`src/rtl/floppy_controller_register_front_macros.svh`:
```
// ----------------------------------------------------------------------------
// Diskette controller register front - assertion macros
// Concurrent check wrappers clocked on i_clk, with and without reset gating.
// ----------------------------------------------------------------------------
`ifndef FLOPPY_CONTROLLER_REGISTER_FRONT_MACROS_SVH
`define FLOPPY_CONTROLLER_REGISTER_FRONT_MACROS_SVH

`ifndef NO_ASSERTIONS
// check a property outside of reset
`define FLPC_ASSERT(lbl, prop, msg) \
    lbl: assert property (@(posedge i_clk) disable iff (!i_rst_n) prop) else $error(msg);
// check a property at every edge, reset included
`define FLPC_ASSERT_ALWAYS(lbl, prop, msg) \
    lbl: assert property (@(posedge i_clk) prop) else $error(msg);
`else
`define FLPC_ASSERT(lbl, prop, msg)
`define FLPC_ASSERT_ALWAYS(lbl, prop, msg)
`endif

`endif

```
`src/rtl/flpc_pkg.sv`:
```
// ----------------------------------------------------------------------------
// Diskette controller register front - package
// Port access codes, command codes, error bits and the command result type.
// ----------------------------------------------------------------------------
`default_nettype none

package flpc_pkg;

    localparam int TRACKS_DEF       = 77;
    localparam int SECTORS_DEF      = 52;
    localparam int SECTOR_BYTES_DEF = 128;

    localparam int OFFSET_W = 19;

    typedef enum logic [2:0] {
        OPC_STATUS    = 3'd0,
        OPC_RTYPE     = 3'd1,
        OPC_RBYTE     = 3'd2,
        OPC_ADDR_LOW  = 3'd3,
        OPC_ADDR_HIGH = 3'd4,
        OPC_RESET     = 3'd5,
        OPC_MEDIA     = 3'd6
    } t_opcode;

    // instruction byte operations
    localparam logic [2:0] OP_NOP     = 3'd0;
    localparam logic [2:0] OP_SEEK    = 3'd1;
    localparam logic [2:0] OP_FORMAT  = 3'd2;
    localparam logic [2:0] OP_RECAL   = 3'd3;
    localparam logic [2:0] OP_READ    = 3'd4;
    localparam logic [2:0] OP_VERIFY  = 3'd5;
    localparam logic [2:0] OP_WRITE   = 3'd6;
    localparam logic [2:0] OP_WRITE_D = 3'd7;

    // medium states
    localparam logic [2:0] MED_WRITABLE  = 3'd0;
    localparam logic [2:0] MED_READ_ONLY = 3'd1;
    localparam logic [2:0] MED_ABSENT_OK = 3'd2;
    localparam logic [2:0] MED_ABSENT_NO = 3'd3;
    localparam logic [2:0] MED_BAD_SIZE  = 3'd4;

    // data mover outcomes
    localparam logic [1:0] FLT_NONE  = 2'd0;
    localparam logic [1:0] FLT_SEEK  = 2'd1;
    localparam logic [1:0] FLT_SHORT = 2'd2;

    // result error bits
    localparam logic [7:0] ERR_NONE      = 8'h00;
    localparam logic [7:0] ERR_SEEK      = 8'h04;
    localparam logic [7:0] ERR_ADDRESS   = 8'h08;
    localparam logic [7:0] ERR_SHORT     = 8'h10;
    localparam logic [7:0] ERR_PROTECT   = 8'h20;
    localparam logic [7:0] ERR_NOT_READY = 8'h80;

    // status byte fixed bits and result type code
    localparam logic [7:0] STAT_PRESENT = 8'h08;
    localparam logic [7:0] STAT_DDEN    = 8'h10;
    localparam logic [7:0] RTYPE_STATUS = 8'h02;
    localparam logic [7:0] RTYPE_ERROR  = 8'h00;

    typedef struct packed {
        logic [7:0]          err;
        logic                go;
        logic [OFFSET_W-1:0] offset;
    } t_cmd_result;

endpackage

`default_nettype wire

```
`src/rtl/flpc_cmd_check.sv`:
```
// ----------------------------------------------------------------------------
// Diskette controller register front - command checker
// Validates one parameter block and forms error bits, start and image offset.
// ----------------------------------------------------------------------------
`default_nettype none

module flpc_cmd_check
    import flpc_pkg::*;
#(
    parameter int TRACKS       = TRACKS_DEF,
    parameter int SECTORS      = SECTORS_DEF,
    parameter int SECTOR_BYTES = SECTOR_BYTES_DEF
) (
    input  wire logic [3:0]  i_unit_ready,
    input  wire logic [7:0]  i_instruction,
    input  wire logic [7:0]  i_count,
    input  wire logic [7:0]  i_track,
    input  wire logic [7:0]  i_sector,
    input  wire logic [2:0]  i_medium,
    input  wire logic [1:0]  i_fault,
    input  wire logic [15:0] i_track_base,
    output t_cmd_result      o_result
);

    localparam logic [7:0] TRACKS_B  = 8'(TRACKS);
    localparam logic [7:0] SECTORS_B = 8'(SECTORS);
    localparam int         SB_W      = $clog2(SECTOR_BYTES + 1);
    localparam int         FULL_W    = 17 + SB_W;

    logic [2:0]        op;
    logic [1:0]        unit;
    logic              bad_range;
    logic [8:0]        sec_end;
    logic [16:0]       sec_index;
    logic [FULL_W-1:0] full_offset;
    logic [7:0]        err;
    logic              go;

    assign op   = i_instruction[2:0];
    assign unit = i_instruction[5:4];

    // last sector plus one, compared against one past the track end
    assign sec_end   = {1'b0, i_sector} + {1'b0, i_count};
    assign bad_range = (i_track >= TRACKS_B) || (i_sector == 8'd0) ||
                       (i_sector > SECTORS_B) || (i_count > SECTORS_B) ||
                       (sec_end > ({1'b0, SECTORS_B} + 9'd1));

    // format starts at sector one of the track
    assign sec_index   = {1'b0, i_track_base} +
                         ((op == OP_FORMAT) ? 17'd0 : {9'd0, i_sector - 8'd1});
    assign full_offset = FULL_W'(sec_index) * FULL_W'(SECTOR_BYTES);

    always_comb begin
        err = ERR_NONE;
        go  = 1'b0;
        if (!i_unit_ready[unit]) begin
            err = ERR_NOT_READY;
        end else begin
            case (op)
                OP_SEEK: begin
                    if (i_track >= TRACKS_B) err = ERR_ADDRESS;
                end
                OP_FORMAT: begin
                    if (i_track >= TRACKS_B) begin
                        err = ERR_ADDRESS;
                    end else if (i_medium > MED_BAD_SIZE || i_medium == MED_ABSENT_NO ||
                                 (i_medium == MED_READ_ONLY && i_track != 8'd0)) begin
                        err = ERR_NOT_READY;
                    end else begin
                        go = 1'b1;
                    end
                end
                OP_READ, OP_VERIFY: begin
                    if (bad_range) begin
                        err = ERR_ADDRESS;
                    end else if (i_medium >= MED_ABSENT_OK) begin
                        err = ERR_NOT_READY;
                    end else begin
                        go = 1'b1;
                    end
                end
                OP_WRITE, OP_WRITE_D: begin
                    if (bad_range) begin
                        err = ERR_ADDRESS;
                    end else if (i_medium == MED_READ_ONLY) begin
                        err = ERR_PROTECT;
                    end else if (i_medium != MED_WRITABLE) begin
                        err = ERR_NOT_READY;
                    end else begin
                        go = 1'b1;
                    end
                end
                default: begin
                    err = ERR_NONE;
                end
            endcase
        end
        // data mover outcome overrides once the transfer is under way
        if (go) begin
            if (i_fault == FLT_SEEK) begin
                err = ERR_SEEK;
            end else if (i_fault == FLT_SHORT) begin
                err = ERR_SHORT;
            end
        end
    end

    assign o_result.err    = err;
    assign o_result.go     = go;
    assign o_result.offset = go ? full_offset[OFFSET_W-1:0] : '0;

endmodule

`default_nettype wire

```
`src/rtl/floppy_controller_register_front.sv`:
```
// ----------------------------------------------------------------------------
// Diskette controller register front - top level
// Port access decoder with command checks, one item per clock while the output is not stalled.
// ----------------------------------------------------------------------------
//
//  channel  dir  width        contents
//  -------  ---  -----------  -------------------------------------------
//  s_axis   in   64 + 3 user  one port access or event with its block
//  m_axis   out  48           read byte, interrupt, start, offset, address
//
//  One item per cycle sustained while the receiver takes each result. An
//  accepted item is held in the input register and moves to the result
//  register when that register is free or being drained. Controller state
//  updates at the same edge the result is registered, so the next item sees
//  it with no bubble. Reset (synchronous, active low) empties both stages
//  and loads the power-up controller state. A stalled result holds in the
//  output register while one more item waits in the input register.
//
`default_nettype none

module floppy_controller_register_front
    import flpc_pkg::*;
#(
    parameter int TRACKS       = TRACKS_DEF,
    parameter int SECTORS      = SECTORS_DEF,
    parameter int SECTOR_BYTES = SECTOR_BYTES_DEF
) (
    input  wire logic        i_clk,
    input  wire logic        i_rst_n,
    input  wire logic        s_axis_tvalid,
    output logic             s_axis_tready,
    // write_byte[7:0] units_present[11:8] channel_word[19:12]
    // instruction_byte[27:20] sector_count[35:28] track_number[43:36]
    // sector_number[51:44] medium_state[54:52] transfer_fault[56:55] zero[63:57]
    input  wire logic [63:0] s_axis_tdata,
    // opcode[2:0]
    input  wire logic [2:0]  s_axis_tuser,
    output logic             m_axis_tvalid,
    input  wire logic        m_axis_tready,
    // read_data[7:0] interrupt_line[8] start_transfer[9] image_offset[28:10]
    // block_address[44:29] zero[47:45]
    output logic [47:0]      m_axis_tdata
);

    `include "floppy_controller_register_front_macros.svh"

    localparam logic [7:0] SECTORS_B = 8'(SECTORS);

    // pipeline control
    logic        r_in_valid;
    logic        r_out_valid;
    logic        w_advance;
    logic        w_fire;

    // input stage payload
    t_opcode     r_opcode;
    logic [7:0]  r_wbyte;
    logic [3:0]  r_units;
    logic [7:0]  r_chan;
    logic [7:0]  r_instr;
    logic [7:0]  r_count;
    logic [7:0]  r_track;
    logic [7:0]  r_sector;
    logic [2:0]  r_medium;
    logic [1:0]  r_fault;
    logic [15:0] r_track_base;
    logic [15:0] n_track_base;

    // controller state
    logic [3:0]  r_unit_ready, n_unit_ready;
    logic        r_irq, n_irq;
    logic        r_rstat, n_rstat;
    logic [7:0]  r_err, n_err;
    logic [15:0] r_addr, n_addr;

    // result register
    logic [47:0] r_out_data;
    logic [7:0]  w_rdata;
    logic        w_start;
    logic [OFFSET_W-1:0] w_offset;

    t_cmd_result w_cmd;

    // the stage advances whenever the result slot is free or being drained
    assign w_advance     = !r_out_valid || m_axis_tready;
    assign w_fire        = r_in_valid && w_advance;
    assign s_axis_tready = !r_in_valid || w_advance;
    assign m_axis_tvalid = r_out_valid;
    assign m_axis_tdata  = r_out_data;

    // track times sectors, formed at capture to keep one multiply per stage
    assign n_track_base = {8'd0, s_axis_tdata[43:36]} * {8'd0, SECTORS_B};

    always_ff @(posedge i_clk) begin
        if (!i_rst_n) begin
            r_in_valid  <= 1'b0;
            r_out_valid <= 1'b0;
        end else begin
            if (s_axis_tready) begin
                r_in_valid <= s_axis_tvalid;
            end
            if (w_advance) begin
                r_out_valid <= r_in_valid;
            end
        end
    end

    // capture an item into the input stage
    always_ff @(posedge i_clk) begin
        if (s_axis_tready && s_axis_tvalid) begin
            r_opcode     <= t_opcode'(s_axis_tuser);
            r_wbyte      <= s_axis_tdata[7:0];
            r_units      <= s_axis_tdata[11:8];
            r_chan       <= s_axis_tdata[19:12];
            r_instr      <= s_axis_tdata[27:20];
            r_count      <= s_axis_tdata[35:28];
            r_track      <= s_axis_tdata[43:36];
            r_sector     <= s_axis_tdata[51:44];
            r_medium     <= s_axis_tdata[54:52];
            r_fault      <= s_axis_tdata[56:55];
            r_track_base <= n_track_base;
        end
    end

    flpc_cmd_check #(
        .TRACKS       (TRACKS),
        .SECTORS      (SECTORS),
        .SECTOR_BYTES (SECTOR_BYTES)
    ) u_cmd_check (
        .i_unit_ready  (r_unit_ready),
        .i_instruction (r_instr),
        .i_count       (r_count),
        .i_track       (r_track),
        .i_sector      (r_sector),
        .i_medium      (r_medium),
        .i_fault       (r_fault),
        .i_track_base  (r_track_base),
        .o_result      (w_cmd)
    );

    // decode the access against the current controller state
    always_comb begin
        n_unit_ready = r_unit_ready;
        n_irq        = r_irq;
        n_rstat      = r_rstat;
        n_err        = r_err;
        n_addr       = r_addr;
        w_rdata      = 8'd0;
        w_start      = 1'b0;
        w_offset     = '0;
        case (r_opcode)
            OPC_STATUS: begin
                w_rdata = STAT_PRESENT | STAT_DDEN |
                          {1'b0, r_unit_ready[3], r_unit_ready[2], 2'b00,
                           r_irq, r_unit_ready[1], r_unit_ready[0]};
            end
            OPC_RTYPE: begin
                // reading the result type acknowledges the interrupt
                n_irq   = 1'b0;
                w_rdata = r_rstat ? RTYPE_STATUS : RTYPE_ERROR;
            end
            OPC_RBYTE: begin
                if (r_rstat) begin
                    w_rdata = {r_unit_ready[1], r_unit_ready[0],
                               r_unit_ready[3], r_unit_ready[2], 4'b0000};
                end else begin
                    // error bits are returned once
                    w_rdata = r_err;
                    n_rstat = 1'b1;
                end
            end
            OPC_ADDR_LOW: begin
                n_addr = {8'd0, r_wbyte};
            end
            OPC_ADDR_HIGH: begin
                n_addr   = r_addr | {r_wbyte, 8'd0};
                n_rstat  = 1'b0;
                n_err    = w_cmd.err;
                w_start  = w_cmd.go;
                w_offset = w_cmd.offset;
                if (r_chan[5:4] == 2'b00) begin
                    n_irq = 1'b1;
                end
            end
            OPC_RESET: begin
                n_unit_ready = r_units;
                n_rstat      = 1'b1;
                n_err        = ERR_NONE;
                n_irq        = 1'b0;
            end
            OPC_MEDIA: begin
                // ignore while an error result is still unread
                if (r_rstat && (r_unit_ready != r_units)) begin
                    n_unit_ready = r_units;
                    n_irq        = 1'b1;
                end
            end
            default: begin
                w_rdata = 8'd0;
            end
        endcase
    end

    always_ff @(posedge i_clk) begin
        if (!i_rst_n) begin
            r_unit_ready <= 4'd0;
            r_irq        <= 1'b0;
            r_rstat      <= 1'b1;
            r_err        <= ERR_NONE;
            r_addr       <= 16'd0;
        end else if (w_fire) begin
            r_unit_ready <= n_unit_ready;
            r_irq        <= n_irq;
            r_rstat      <= n_rstat;
            r_err        <= n_err;
            r_addr       <= n_addr;
        end
    end

    // hold the result until taken
    always_ff @(posedge i_clk) begin
        if (w_fire) begin
            r_out_data <= {3'b000, n_addr, w_offset, w_start, n_irq, w_rdata};
        end
    end

    `FLPC_ASSERT_ALWAYS(a_reset_flush, !i_rst_n |=> !r_in_valid && !r_out_valid, "stages not empty after reset")
    `FLPC_ASSERT(a_hold_item, r_in_valid && !w_advance |=> r_in_valid, "waiting item dropped")
    `FLPC_ASSERT(a_cmd_result, w_fire && r_opcode == OPC_ADDR_HIGH |=> !r_rstat, "command left ready status")
    `FLPC_ASSERT(a_irq_ack, w_fire && r_opcode == OPC_RTYPE |=> !r_irq, "interrupt not acknowledged")

endmodule

`default_nettype wire

```
`config.mk`:
```
export PLATFORM = sky130hd
export DESIGN_NAME = floppy_controller_register_front
export DESIGN_NICKNAME = d
export VERILOG_FILES = /design/src/rtl/flpc_pkg.sv /design/src/rtl/flpc_cmd_check.sv /design/src/rtl/floppy_controller_register_front.sv
export VERILOG_INCLUDE_DIRS = /design/src /design/src/rtl
export SDC_FILE = /design/constraint.sdc
export NUM_CORES = 1
export LEC_CHECK = 0
export BUFFER_PORTS_ARGS = -buffer_cell sky130_fd_sc_hd__buf_2
export CELL_PAD_IN_SITES_DETAIL_PLACEMENT = 0
export CELL_PAD_IN_SITES_GLOBAL_PLACEMENT = 2
export CORE_UTILIZATION = 39
export CTS_BUF_LIST = sky130_fd_sc_hd__clkbuf_4 sky130_fd_sc_hd__clkbuf_8
export DETAILED_ROUTE_END_ITERATION = 7
export PLACE_DENSITY = 0.89
export SYNTH_ARGS = -nofsm -noshare
export SYNTH_HDL_FRONTEND = slang
export SYNTH_HIERARCHICAL = 1
export SYNTH_SLANG_ARGS = --single-unit
```
`constraint.sdc`:
```
create_clock -name i_clk -period 3.5 [get_ports i_clk]
set_input_delay 0.35 -clock i_clk [delete_from_list [all_inputs] [get_ports i_clk]]
set_output_delay 0.35 -clock i_clk [all_outputs]
set_load 0.05 [all_outputs]
```
==> impl_metrics.tcl, run 1 <==
set metrics [dict create \
    outcome "finished clean" \
    initial_core_util 0.402 \
    synth_cells 588 \
    critPathLaunch "r_sector[0]$_DFFE_PP_" \
    cts.sinks 136 \
    setup-tns-final_ns 0 \
    cts.root.buffer_cell "clkbuf_8" \
    crit_fanout 15 \
    min_delay_worst_endpoint "r_wbyte[2]$_DFFE_PP_" \
    finClkSkew_ns 0.0148 \
    avgSynthCellArea_sq_um 11.9 \
    multi_input_area_sq_um 2950 \
    clk_pin_slew_worst_paths_ns 0.08 \
    worst_hold_slack_ns 0.0765 \
    wl_per_cell_um 14.9 \
    clk_path_buf_depth 2 \
    die_h_um 136 \
    r2r-end "m_axis_tdata[24]$_SDFFCE_PN0P_" \
    hold_class "input pin to flip-flop" \
    p_leak_nw 3.15 \
    fin_crit_sh 0.870 \
    ant_nets 0 \
    cts_tree "yes" \
    area_delta_synth_final_pct 14.6 \
    first_pass_iters 4 \
    slew_viol_final 0 \
    r2r_start "r_sector[0]$_DFFE_PP_" \
    io_buffer_count 101 \
    grt_overflow 0 \
    cts_buffers 17 \
    drc 0 \
    finalHoldViolCount 0 \
    globalplace.congestion 0.792 \
    antenna_found_initial 0 \
    period_needed_ns 3.05 \
    grt_max_degree 37 \
    reg2reg_depth 11 \
    cts.htree.levels 4 \
    grt_pass1_vias 4650 \
    regArea_sq_um 3760 \
    drive_gt1_frac 0.281 \
    tightest_slew_ns 0.714 \
    nFillCells 1629 \
    worstPathArrival_ns 3.36 \
    end_kind "flip-flop" \
    initialDrtViolationCount 286 \
    synth_area_sq_um 7010 \
    wl_um 13900 \
    coreArea_sq_um 17400 \
    place_hpwl_um 10100 \
    cts-resized-gates 0 \
    startpoint_type "flip-flop" \
    grt_usage 0.158 \
    hp-start "s_axis_tdata[2]" \
    cap_violations 0 \
    crit_required_ns 3.81 \
    die_x_um 136 \
    rsz0062_at_grt "no" \
    nNetsFinal 807 \
    slew_headroom 0.517 \
    die_area_sq_um 18500 \
    avgViaCountPerCell 4.94 \
    ctsHoldBuffers 0 \
    critical_path_class "flip-flop to flip-flop" \
    fmax_mhz 328 \
    worst_ir_drop_vdd_mv 0.223 \
    grt_first_pass_wirelength_um 22400 \
    rrSetupSlack_ns 0.45 \
    row_count 48 \
    vias 4605 \
    ios 121 \
    yosys_warnings 6 \
    cts_setup_buffers 0 \
    setup_viol 0 \
    powerDensity_nw_per_um2 458 \
    clk_latency_ns 0.44 \
    hold_path_depth 1 \
]
cells in the final DEF, fill, tap and decap left out, types with 4 or more instances in the layout:
master / count
nor2_2: 7
a21boi_0: 11
mux2i_1: 5
ha_1: 35
conb_1: 16
xnor2_1: 15
fa_1: 7
nand3b_1: 10
and2_1: 21
inv_1: 24
a21oi_2: 16
o21ai_1: 4
a211oi_1: 8
a21o_1: 6
a21boi_1: 14
o21ai_0: 11
buf_4: 8
nand2_1: 53
a21oi_1: 23
nor2_1: 33
clkbuf_8: 22
buf_2: 101
nor2b_1: 6
mux2_2: 7
xor2_1: 8
dfxtp_1: 32
edfxtp_1: 104
nand3_1: 14
nand2b_1: 6
where the power goes:
group          internal, mW  switching [mW]  leakage (nW)
Clock                 0.582           0.585         0.185
Sequential             1.84          0.0582          1.28
Combinational         0.237           0.375          1.69
per-layer routing:
metal / wire length (um) / share of wire / track usage
met4: 102 / 0.0074 / 0.0531
met3: 662 / 0.048 / 0.0429
met1: 6190 / 0.45 / 0.193
met5: 0 / 0 / 0
met2: 6910 / 0.50 / 0.269
how the worst max path moves through the flow:
stage                                          end  slack (ns)  depth (start not counted)
detailed placement  m_axis_tdata[24]$_SDFFCE_PN0P_        0.50                         11
global placement    m_axis_tdata[24]$_SDFFCE_PN0P_        0.54                         11
global route                 r_err[2]$_SDFFE_PN0P_        0.23                         12
floorplan                      r_chan[4]$_DFFE_PP_        0.56                          3
finish              m_axis_tdata[24]$_SDFFCE_PN0P_        0.45                         11
CTS                 m_axis_tdata[24]$_SDFFCE_PN0P_        0.47                         11
state kept, by name (all words and copies together), names as in the netlist:
| register | cells |
|---|---|
| r_err | 8 |
| r_chan | 2 |
| r_addr | 16 |
| r_sector | 8 |
| m_axis_tvalid | 1 |
| m_axis_tdata | 45 |
| r_unit_ready | 4 |
| r_irq | 1 |
| r_medium | 3 |
| r_instr | 5 |
| r_wbyte | 8 |
| r_fault | 2 |
| r_rstat | 1 |
| r_in_valid | 1 |
| r_count | 8 |
| r_track_base | 8 |
| r_track | 8 |
| r_units | 4 |
| r_opcode | 3 |
critical path: stages (launching register included):
cell and delay (ns):
edfxtp_1 0.45, ha_1 0.23, inv_1 0.06, fa_1 0.40, nand2b_1 0.18, a21oi_1 0.16, mux2_2 0.39, nor4_4 0.31
nand4_2 0.12, buf_4 0.22, a211oi_1 0.23, and2_1 0.15
through the flow:
step | cell area, sq um | cells | power [mW] | util | setup WS (ns)
after floorplan | 7060 | 602 | 2.40 | - | 0.562
after global placement | 7660 | 900 | 2.53 | 0.440 | 0.543
after detailed placement | 7660 | 900 | 2.54 | 0.440 | 0.495
after CTS | 8030 | 932 | 3.72 | 0.461 | 0.470
after global routing | 8030 | 932 | 3.86 | 0.461 | 0.227
final | 8030 | 933 | 3.68 | 0.461 | 0.454
area by class of cell:
type                       count  area share
sequential                   136       0.469
antenna                        1    0.000312
multi-input combinational    404       0.367
timing repair buffer         109      0.0704
clock buffer                  22      0.0377
clock inverter                10     0.00842
tap                          225      0.0351
inverter                      26      0.0122
(Power assumes the default switching activity.)
==> run 2: changes to the inputs <==
==> constraint.sdc (replaced) <==
create_clock -name i_clk -period 3.5 [get_ports i_clk]
set_input_delay 0 -clock i_clk [delete_from_list [all_inputs] [get_ports i_clk]]
set_output_delay 0 -clock i_clk [all_outputs]
set_load 0.05 [all_outputs]
==> impl_metrics.tcl, run 2 (same netlist as run 1, synthesis figures left out) <==
set metrics [dict create \
    outcome "finished clean" \
    cts_buffers 17 \
    dpl-instance-area_sq_um 7660 \
    finClkSkew_ns 0.0123 \
    initialDrtViolationCount 321 \
    initial_core_util 0.402 \
    clk_latency_ns 0.45 \
    tightest_slew_ns 0.781 \
    first_pass_iters 4 \
    die_h_um 136 \
    rrSetupSlack_ns 0.43 \
    setup_viol 0 \
    die_x_um 136 \
    worst_hold_slack_ns 0.0781 \
    crit_required_ns 3.81 \
    grt_overflow 0 \
    wl_per_cell_um 14.5 \
    p_leak_nw 3.41 \
    clk_pin_slew_worst_paths_ns 0.08 \
    io_buffer_count 101 \
    globalplace.congestion 0.787 \
    row_count 48 \
    slew_viol_final 0 \
    cts_tree "yes" \
    drc 0 \
    drive_gt1_frac 0.262 \
    wl_um 14300 \
    die_area_sq_um 18500 \
    vias 4803 \
    avgViaCountPerCell 4.88 \
    period_needed_ns 3.07 \
    clk_path_buf_depth 2 \
    total_power_mw 3.91 \
    setup-tns-final_ns 0 \
    worst_ir_drop_vdd_mv 0.208 \
    fmax_mhz 326 \
    min_delay_worst_endpoint "r_rstat$_SDFFE_PN1P_" \
    startpoint_type "flip-flop" \
    slew_headroom 0.472 \
    cts.root.buffer_cell "clkbuf_8" \
    r2r-end "m_axis_tdata[24]$_SDFFCE_PN0P_" \
    grt_first_pass_wirelength_um 23200 \
    fin_area_sq_um 8610 \
    area_delta_synth_final_pct 22.9 \
    crit_fanout 15 \
    fin_crit_sh 0.878 \
    r2r_start "r_sector[0]$_DFFE_PP_" \
    ant_nets 0 \
    coreArea_sq_um 17400 \
    hold_path_depth 2 \
    rsz0062_at_grt "no" \
    grt_pass1_vias 4799 \
    final_common_cell "edfxtp_1" \
    worstPathArrival_ns 3.38 \
    ios 121 \
    diodes 0 \
    cap_violations 0 \
    critical_path_class "flip-flop to flip-flop" \
    antenna_found_initial 0 \
    fin_util 0.495 \
    nNetsFinal 861 \
    end_kind "flip-flop" \
    hp-start "i_rst_n" \
    layout_common_cells "104 x edfxtp_1, 101 x buf_2, 54 x dlygate4sd3_1" \
    reg2reg_depth 11 \
    grt_usage 0.165 \
    powerDensity_nw_per_um2 454 \
    hold_class "input pin to flip-flop" \
    cts.sinks 136 \
    grt_max_degree 37 \
    largest_reg_flops 45 \
    cts.htree.levels 4 \
    finalHoldViolCount 0 \
    place_hpwl_um 10000 \
]
==> run 2: changes by cell type in the layout (fill, tap and decap cells not counted) <==
cell / delta
bufinv_16: +3
clkbuf_4: +5
clkbuf_8: -3
clkinv_1: -1
clkinv_2: -2
clkinv_4: -1
clkinvlp_4: -1
diode_2: -1
dlygate4sd3_1: +54
inv_6: -1
==> run 2: report_power, final <==
| part | internal (mW) | switching (mW) |
|---|---|---|
| registers | 1.84 | 0.0569 |
| clock network | 0.778 | 0.578 |
| logic | 0.276 | 0.383 |
==> run 2: per-layer routing <==
metal,GRT usage,wire [um],share of wire,vias to the layer above
li1,-,-,-,2413
met2,0.284,7140,0.50,101
met1,0.194,6390,0.45,2277
met4,0.0648,181,0.013,0
met5,0,0,0,-
met3,0.0421,558,0.039,12
==> run 2: worst max-delay path by stage <==
stage,start,to,slack [ns],cells past startpoint
after floorplan,m_axis_tvalid$_SDFFE_PN0P_,r_chan[4]$_DFFE_PP_,0.56,3
after detailed placement,r_sector[1]$_DFFE_PP_,m_axis_tdata[27]$_SDFFCE_PN0P_,0.50,9
final,r_sector[0]$_DFFE_PP_,m_axis_tdata[24]$_SDFFCE_PN0P_,0.43,11
after global placement,r_sector[0]$_DFFE_PP_,m_axis_tdata[24]$_SDFFCE_PN0P_,0.55,11
after global routing,r_sector[2]$_DFFE_PP_,m_axis_tdata[28]$_SDFFCE_PN0P_,0.25,12
after CTS,r_sector[0]$_DFFE_PP_,m_axis_tdata[24]$_SDFFCE_PN0P_,0.48,11
==> run 2: stage by stage <==
step | std cells | setup slack, ns
floorplan | 602 | 0.562
global placement | 900 | 0.548
detailed placement | 900 | 0.503
CTS | 985 | 0.476
global route | 985 | 0.254
finish | 985 | 0.429
==> run 2: repair_timing <==
action / 4_1_cts / 5_1_grt
gates resized for setup: 0 / 0
setup buffers: 0 / 0
endpoints found under the hold margin: 54 / 0
hold buffers: 54 / 0
==> run 2: layout make-up <==
type,instances,area [sq um]
clock buffers,24,299
multi-input cells,404,2950
clock inverters,7,119
flip-flops and latches,136,3760
well taps,225,282
fillers,1561,8800
repair buffers,163,1110
inverters,26,97.6
==> run 2: worst max-delay path, cell delays in order (launching register included) <==
cell,delay [ns]
edfxtp_1,0.42
ha_1,0.23
inv_1,0.07
fa_1,0.41
nand2b_1,0.19
a21oi_1,0.17
mux2_2,0.40
nor4_4,0.31
nand4_2,0.12
buf_4,0.22
a211oi_1,0.24
and2_1,0.15
